--- src/rtl/core/lsdrs_pkg.sv ---
package lsdrs_pkg;

	localparam int KEY_W     = 24;
	localparam int MAX_ITEMS = 64;
	localparam int ADDR_W    = $clog2(MAX_ITEMS);
	localparam int CNT_W     = $clog2(MAX_ITEMS + 1);
	localparam int RADIX     = 10;
	localparam int DIG_W     = 4;
	localparam int PLACE_W   = 3;
	localparam int PROD_W    = 2 * KEY_W;

	// floor(x / 10) == (x * RECIP10) >> RECIP_SH, exact for any 24-bit x
	localparam logic [KEY_W-1:0] RECIP10  = 24'hCCCCCD;
	localparam int               RECIP_SH = 27;

	// One stored element: the key and the key divided by 10^pass.
	typedef struct packed {
		logic [KEY_W-1:0] key;
		logic [KEY_W-1:0] res;
	} entry_t;

	typedef struct packed {
		logic             valid;
		logic [KEY_W-1:0] key;
		logic [KEY_W-1:0] quot;
		logic [DIG_W-1:0] digit;
	} digit_res_t;

	typedef enum logic [3:0] {
		ST_LOAD,
		ST_PASS_CHK,
		ST_CNT_RD,
		ST_CNT_DRAIN,
		ST_PREFIX,
		ST_SCAT_RD,
		ST_SCAT_DRAIN,
		ST_EMIT_RD,
		ST_EMIT_LD,
		ST_EMIT_HOLD
	} state_t;

endpackage

--- src/rtl/core/lsdrs_digit.sv ---
module lsdrs_digit (
	input  logic                clk,
	input  logic                arst_n,
	input  logic                in_valid,
	input  lsdrs_pkg::entry_t   in_entry,
	output lsdrs_pkg::digit_res_t dres
);
	import lsdrs_pkg::*;

	logic              valid_s1;
	entry_t            ent_s1;
	logic [PROD_W-1:0] prod_s1;
	logic [KEY_W-1:0]  quot;
	logic [KEY_W-1:0]  tenq;

	always_ff @(posedge clk or negedge arst_n) begin
		if (!arst_n) begin
			valid_s1 <= 1'b0;
		end else begin
			valid_s1 <= in_valid;
		end
	end

	always_ff @(posedge clk) begin
		ent_s1  <= in_entry;
		prod_s1 <= in_entry.res * RECIP10;
	end

	always_comb begin
		quot       = KEY_W'(prod_s1[PROD_W-1:RECIP_SH]);
		tenq       = KEY_W'({quot, 3'b000}) + KEY_W'({quot, 1'b0});
		dres.valid = valid_s1;
		dres.key   = ent_s1.key;
		dres.quot  = quot;
		dres.digit = DIG_W'(ent_s1.res - tenq);
	end

endmodule

--- config.mk ---
export PLATFORM = sky130hd
export DESIGN_NAME = lsdrs_digit
export DESIGN_NICKNAME = d
export VERILOG_FILES = /design/src/rtl/core/lsdrs_pkg.sv /design/src/rtl/core/lsdrs_digit.sv
export SDC_FILE = /design/constraint.sdc
export NUM_CORES = 1
export LEC_CHECK = 0
export BUFFER_PORTS_ARGS = -buffer_cell sky130_fd_sc_hd__clkbuf_2
export CELL_PAD_IN_SITES_DETAIL_PLACEMENT = 0
export CELL_PAD_IN_SITES_GLOBAL_PLACEMENT = 2
export CORE_AREA = 2 2 187 189
export DETAILED_ROUTE_END_ITERATION = 12
export DIE_AREA = 0 0 189 191
export PLACE_DENSITY_LB_ADDON = 0.1
export SLEW_MARGIN = 20
export SYNTH_ARGS = -nofsm -noshare
export SYNTH_HDL_FRONTEND = slang
export SYNTH_SLANG_ARGS = --single-unit
--- constraint.sdc ---
create_clock -name clk -period 1.3 [get_ports clk]
set_input_delay 0.065 -clock clk [delete_from_list [all_inputs] [get_ports clk]]
set_output_delay 0.065 -clock clk [all_outputs]
set_load 0.01 [all_outputs]
* After elaboration in Yosys (flattened, before gate mapping) *
Index checks and enable logic that the tools add are counted.

word-level totals
  register bits = 77
  latch bits = 0
  RAM bits = 0
  ROM bits = 0
  bits of input ports = 51
  output and inout bits = 53
  logic and storage cells = 7
  memories kept = 0

cells by class
  add/sub/neg operators = 2
  multiply operators = 1
  divide/modulo/power cells = 0
  $lt $le $gt $ge = 0
  equality and inequality tests = 0
  shifts and indexed selects = 0
  mux-type cells = 0
  bitwise gates (word level) = 0
  reductions and logical operators = 0

operators with widths
  kind                                                  count
  multiplier 24 x 24 -> 48 bit (second input constant)  1
  adder 4 bit                                           1
  subtractor 4 bit                                      1

* Depth between registers and ports, before layout *
  word-level depth = 2
  gate-level depth with buffers = 23
  gate-level depth less buffers = 23

* Worst setup path before layout *
No wires, ideal clock.

  path kind = input to register
  start = in in_entry[1] (netlist bit)
  end = reg prod_s1[42]
  setup time = 0.119 ns
  arrival = 5.293 ns
  data required time = 1.181 ns
  slack = -4.112 ns
  stages on the path = 19
  path buffers = 0
  cell sequence = ha_1 -> xor2_1 -> ha_1 -> or2_2 -> fa_1 -> fa_1 -> fa_1 -> fa_1 -> inv_1 -> fa_1 -> inv_1 -> ha_1 -> nand4_2 -> or4_1 -> a31oi_1 -> nor3_2 -> o31ai_4 -> a31oi_1 -> xnor2_1

on the way
  word-level cells in the longest chain between the ends = 1

RTL lines
  element                       RTL line           RTL
  from (decl)                   lsdrs_digit.sv:5   input lsdrs_pkg::entry_t in_entry,
  multiplier 24 x 24 -> 48 bit  lsdrs_digit.sv:26  prod_s1 <= in_entry.res * RECIP10;
  to (signal assigned)          lsdrs_digit.sv:26
  to (decl)                     lsdrs_digit.sv:12  logic [PROD_W-1:0] prod_s1;

No other way between the ends.

* Worst setup path after layout *
  start = in in_entry[2] (netlist bit)
  end = reg prod_s1[38]

Same word-level chain as after synthesis.

==> summary.md <==
| Metric | Value |
|---|---|
| Status | `finished with violations` |
| Failing checks | `setup timing` |
| Root buf cell | `clkbuf_16` |
| Slew Limit Fails | `0` |
| Final hold vios | `0` |
| Placer congestion estimate | `0.846` |
| Netlist cell types | `53` |
| Fin worst setup slack | `-4.07 ns` |
| # DRC | `0` |
| DP Wirelength | `31.5 mm` |
| Setup CP Type | `input port to flop` |
| Ranking of synthesized cells by area | `fa_1, ha_1, inv_1` |
| Critical path launch point type | `input port` |
| Vias after detailed routing | `8,914` |
| #FFs+latches synth | `50` |
| Core area | `around 34,000 um^2` |
| I/O Buffers | `100` |
| Fin crit share | `413%` |
| GRT Total Usage | `approximately a fifth` |
| TritonCTS clock tree | `done` |
| RSZ-0062 raised after global routing | `yes` |
| Layout cells sized above 1 | `33.6%` |
| CTS Buf Count | `5` |
| DR pass1 iterations | `4` |
| Post-layout minimum cycle time | `~5.4 ns` |
| Cell Chain, Critical Path | `clkbuf_16 -> ha_4 -> xor2_2 -> ha_2 -> or2_4 -> fa_1 -> fa_1 -> fa_2 -> fa_2 -> inv_2 -> fa_1 -> inv_2 -> ha_4 -> nand4_4 -> or4_4 -> a31oi_4 -> buf_6 -> nor3_4 -> o31ai_4 -> buf_6 -> buf_4 -> buf_6 -> xor2_1` |
| Per-cell routed wire length | `17.6 um` |
| First-pass GRT wire length | `54.1 mm` |
| Drt initial violations | `250` |
| YS warnings | `0` |
| EDFF count, synth | `0` |
| Setup Viol. Count Final | `24` |
| CTS max path bufs | `2` |
| Syn Area/Cell | `10.1 um^2` |
| Total Wirelength | `roughly 35 mm` |
| Initial antenna violation count | `0` |
| Most common cell in the synthesized netlist | `inv_1` |
| DIE AREA | `36,100 um^2` |
| H-tree level count | `2` |
| Worst EP required | `1.54 ns` |
| CP arrival | `5.60 ns` |
| Area grow syn2layout | `39.4%` |
| Worst hold slack | `~0.063 ns` |
| Via/cell ratio | `4.51` |
| CP max stage delay | `0.59 ns` |
| Top_reg_cell synth | `dfxtp_1` |
| CTS Sinks | `50` |
| Syn Inst Count | `1,169` |
| Die height | `191 um` |
| Post-route ant nets | `0` |
| Initial Util | `34.6%` |
| Cell row count | `68` |
| Fmax achieved | `roughly 190 MHz` |
| Async S/R FF share, synth | `2.00%` |
| Diode count | `0` |
| Max Cap Viol | `0` |
| Yosys top cell by area | `fa_1` |
| GRT Residual Overflow | `0` |
| Final setup TNS | `-81.51 ns` |
| Clock transition at path regs | `0.07 ns` |
| I/O pins | `104` |
| Vias in the first global route | `9,755` |
| CP max FO | `6` |
| Critical-path top delay cell | `fa_1` |
| Sum of buffers and inverters on the critical path | `7` |
| Commonest cells post-synth | `inv_1, ha_1, fa_1` |
| Hold Path Class | `input port to async pin` |
| Largest net degree at the start of global routing | `17` |
| Yosys top cell area share | `between 30% and 40%` |
| Seq/Total Area, Yosys | `approximately 8.5%` |
| CP delay by family, top | `adder cells` |
| Crit. End Element | `flop` |
| Mapped cell area | `about 12,000 um^2` |
| Final #Nets | `2,047` |
| Die width | `189 um` |
-- layout by cell type (no fill, tap or decap), types with 16 or more instances in the layout --
master,count
a21o_1,32
a21oi_1,28
buf_4,233
buf_6,24
clkbuf_2,75
dfxtp_1,46
dlygate4sd3_1,26
fa_1,192
fa_2,16
ha_1,220
ha_4,43
inv_1,301
inv_2,18
nand2_1,33
xor2_1,24
-- flip-flops by register name (all words and copies together), names as in the netlist --
register / flops
dres: 24
prod_s1: 23
ent_s1: 2
valid_s1: 1
-- per-stage QoR --
step | std cells | util, % | instance area [um^2] | setup WS, ns
2_1_floorplan | 1171 | - | 12300 | -3.90
3_3_place_gp | 1913 | 43.3 | 14800 | -5.03
3_5_place_dp | 1913 | 43.3 | 14800 | -4.93
4_1_cts | 1967 | 47.4 | 16200 | -4.04
5_1_grt | 1977 | 48.3 | 16500 | -4.23
6_report | 1977 | 48.3 | 16500 | -4.07
-- metal layers --
layer  share of wire, %  global-route usage, %
met5                  0                      0
met4                2.4                   5.29
met3                1.9                   1.05
met2                 54                   37.4
met1                 42                   25.2
-- cells by family after synthesis --
kind of cell    share of synthesized area, %
simple gates                            4.22
fa+ha+maj                               63.5
flops                                   8.52
other cells                           0.0318
xor+xnor                                3.71
compound gates                          7.66
buf+inv                                 12.3
-- path summary, 6_finish.rpt --
check | slack (ns) | end | cells after the start | startpoint
worst max-delay path | -4.07 | prod_s1[38] | 23 | in_entry[2]
worst min-delay path | 0.06 | valid_s1 | 2 | arst_n
max in group asynchronous | 1.15 | valid_s1 | 2 | arst_n
min in group clk | 0.13 | ent_s1[2] | 2 | in_entry[2]
-- repair_timing --
item                                    4_1_cts  5_1_grt
setup buffers                                21       11
endpoints found under the setup margin       25       25
hold endpoints to repair                     26        0
pin swaps                                    63       53
gates resized for setup                     153       57
hold buffers                                 26        0
-- cell type report --
class | count | area [um^2]
fill | 3236 | 17700
multi-input combinational | 762 | 10400
timing repair buffer | 383 | 3090
inverter | 319 | 1200
sequential | 50 | 1010
tap | 455 | 569
clock buffer | 5 | 125
clock inverter | 3 | 43.8
Power is left out: the tool's default activity adds up to more than one toggle a clock period on the data nets, which glitch-free logic cannot reach.
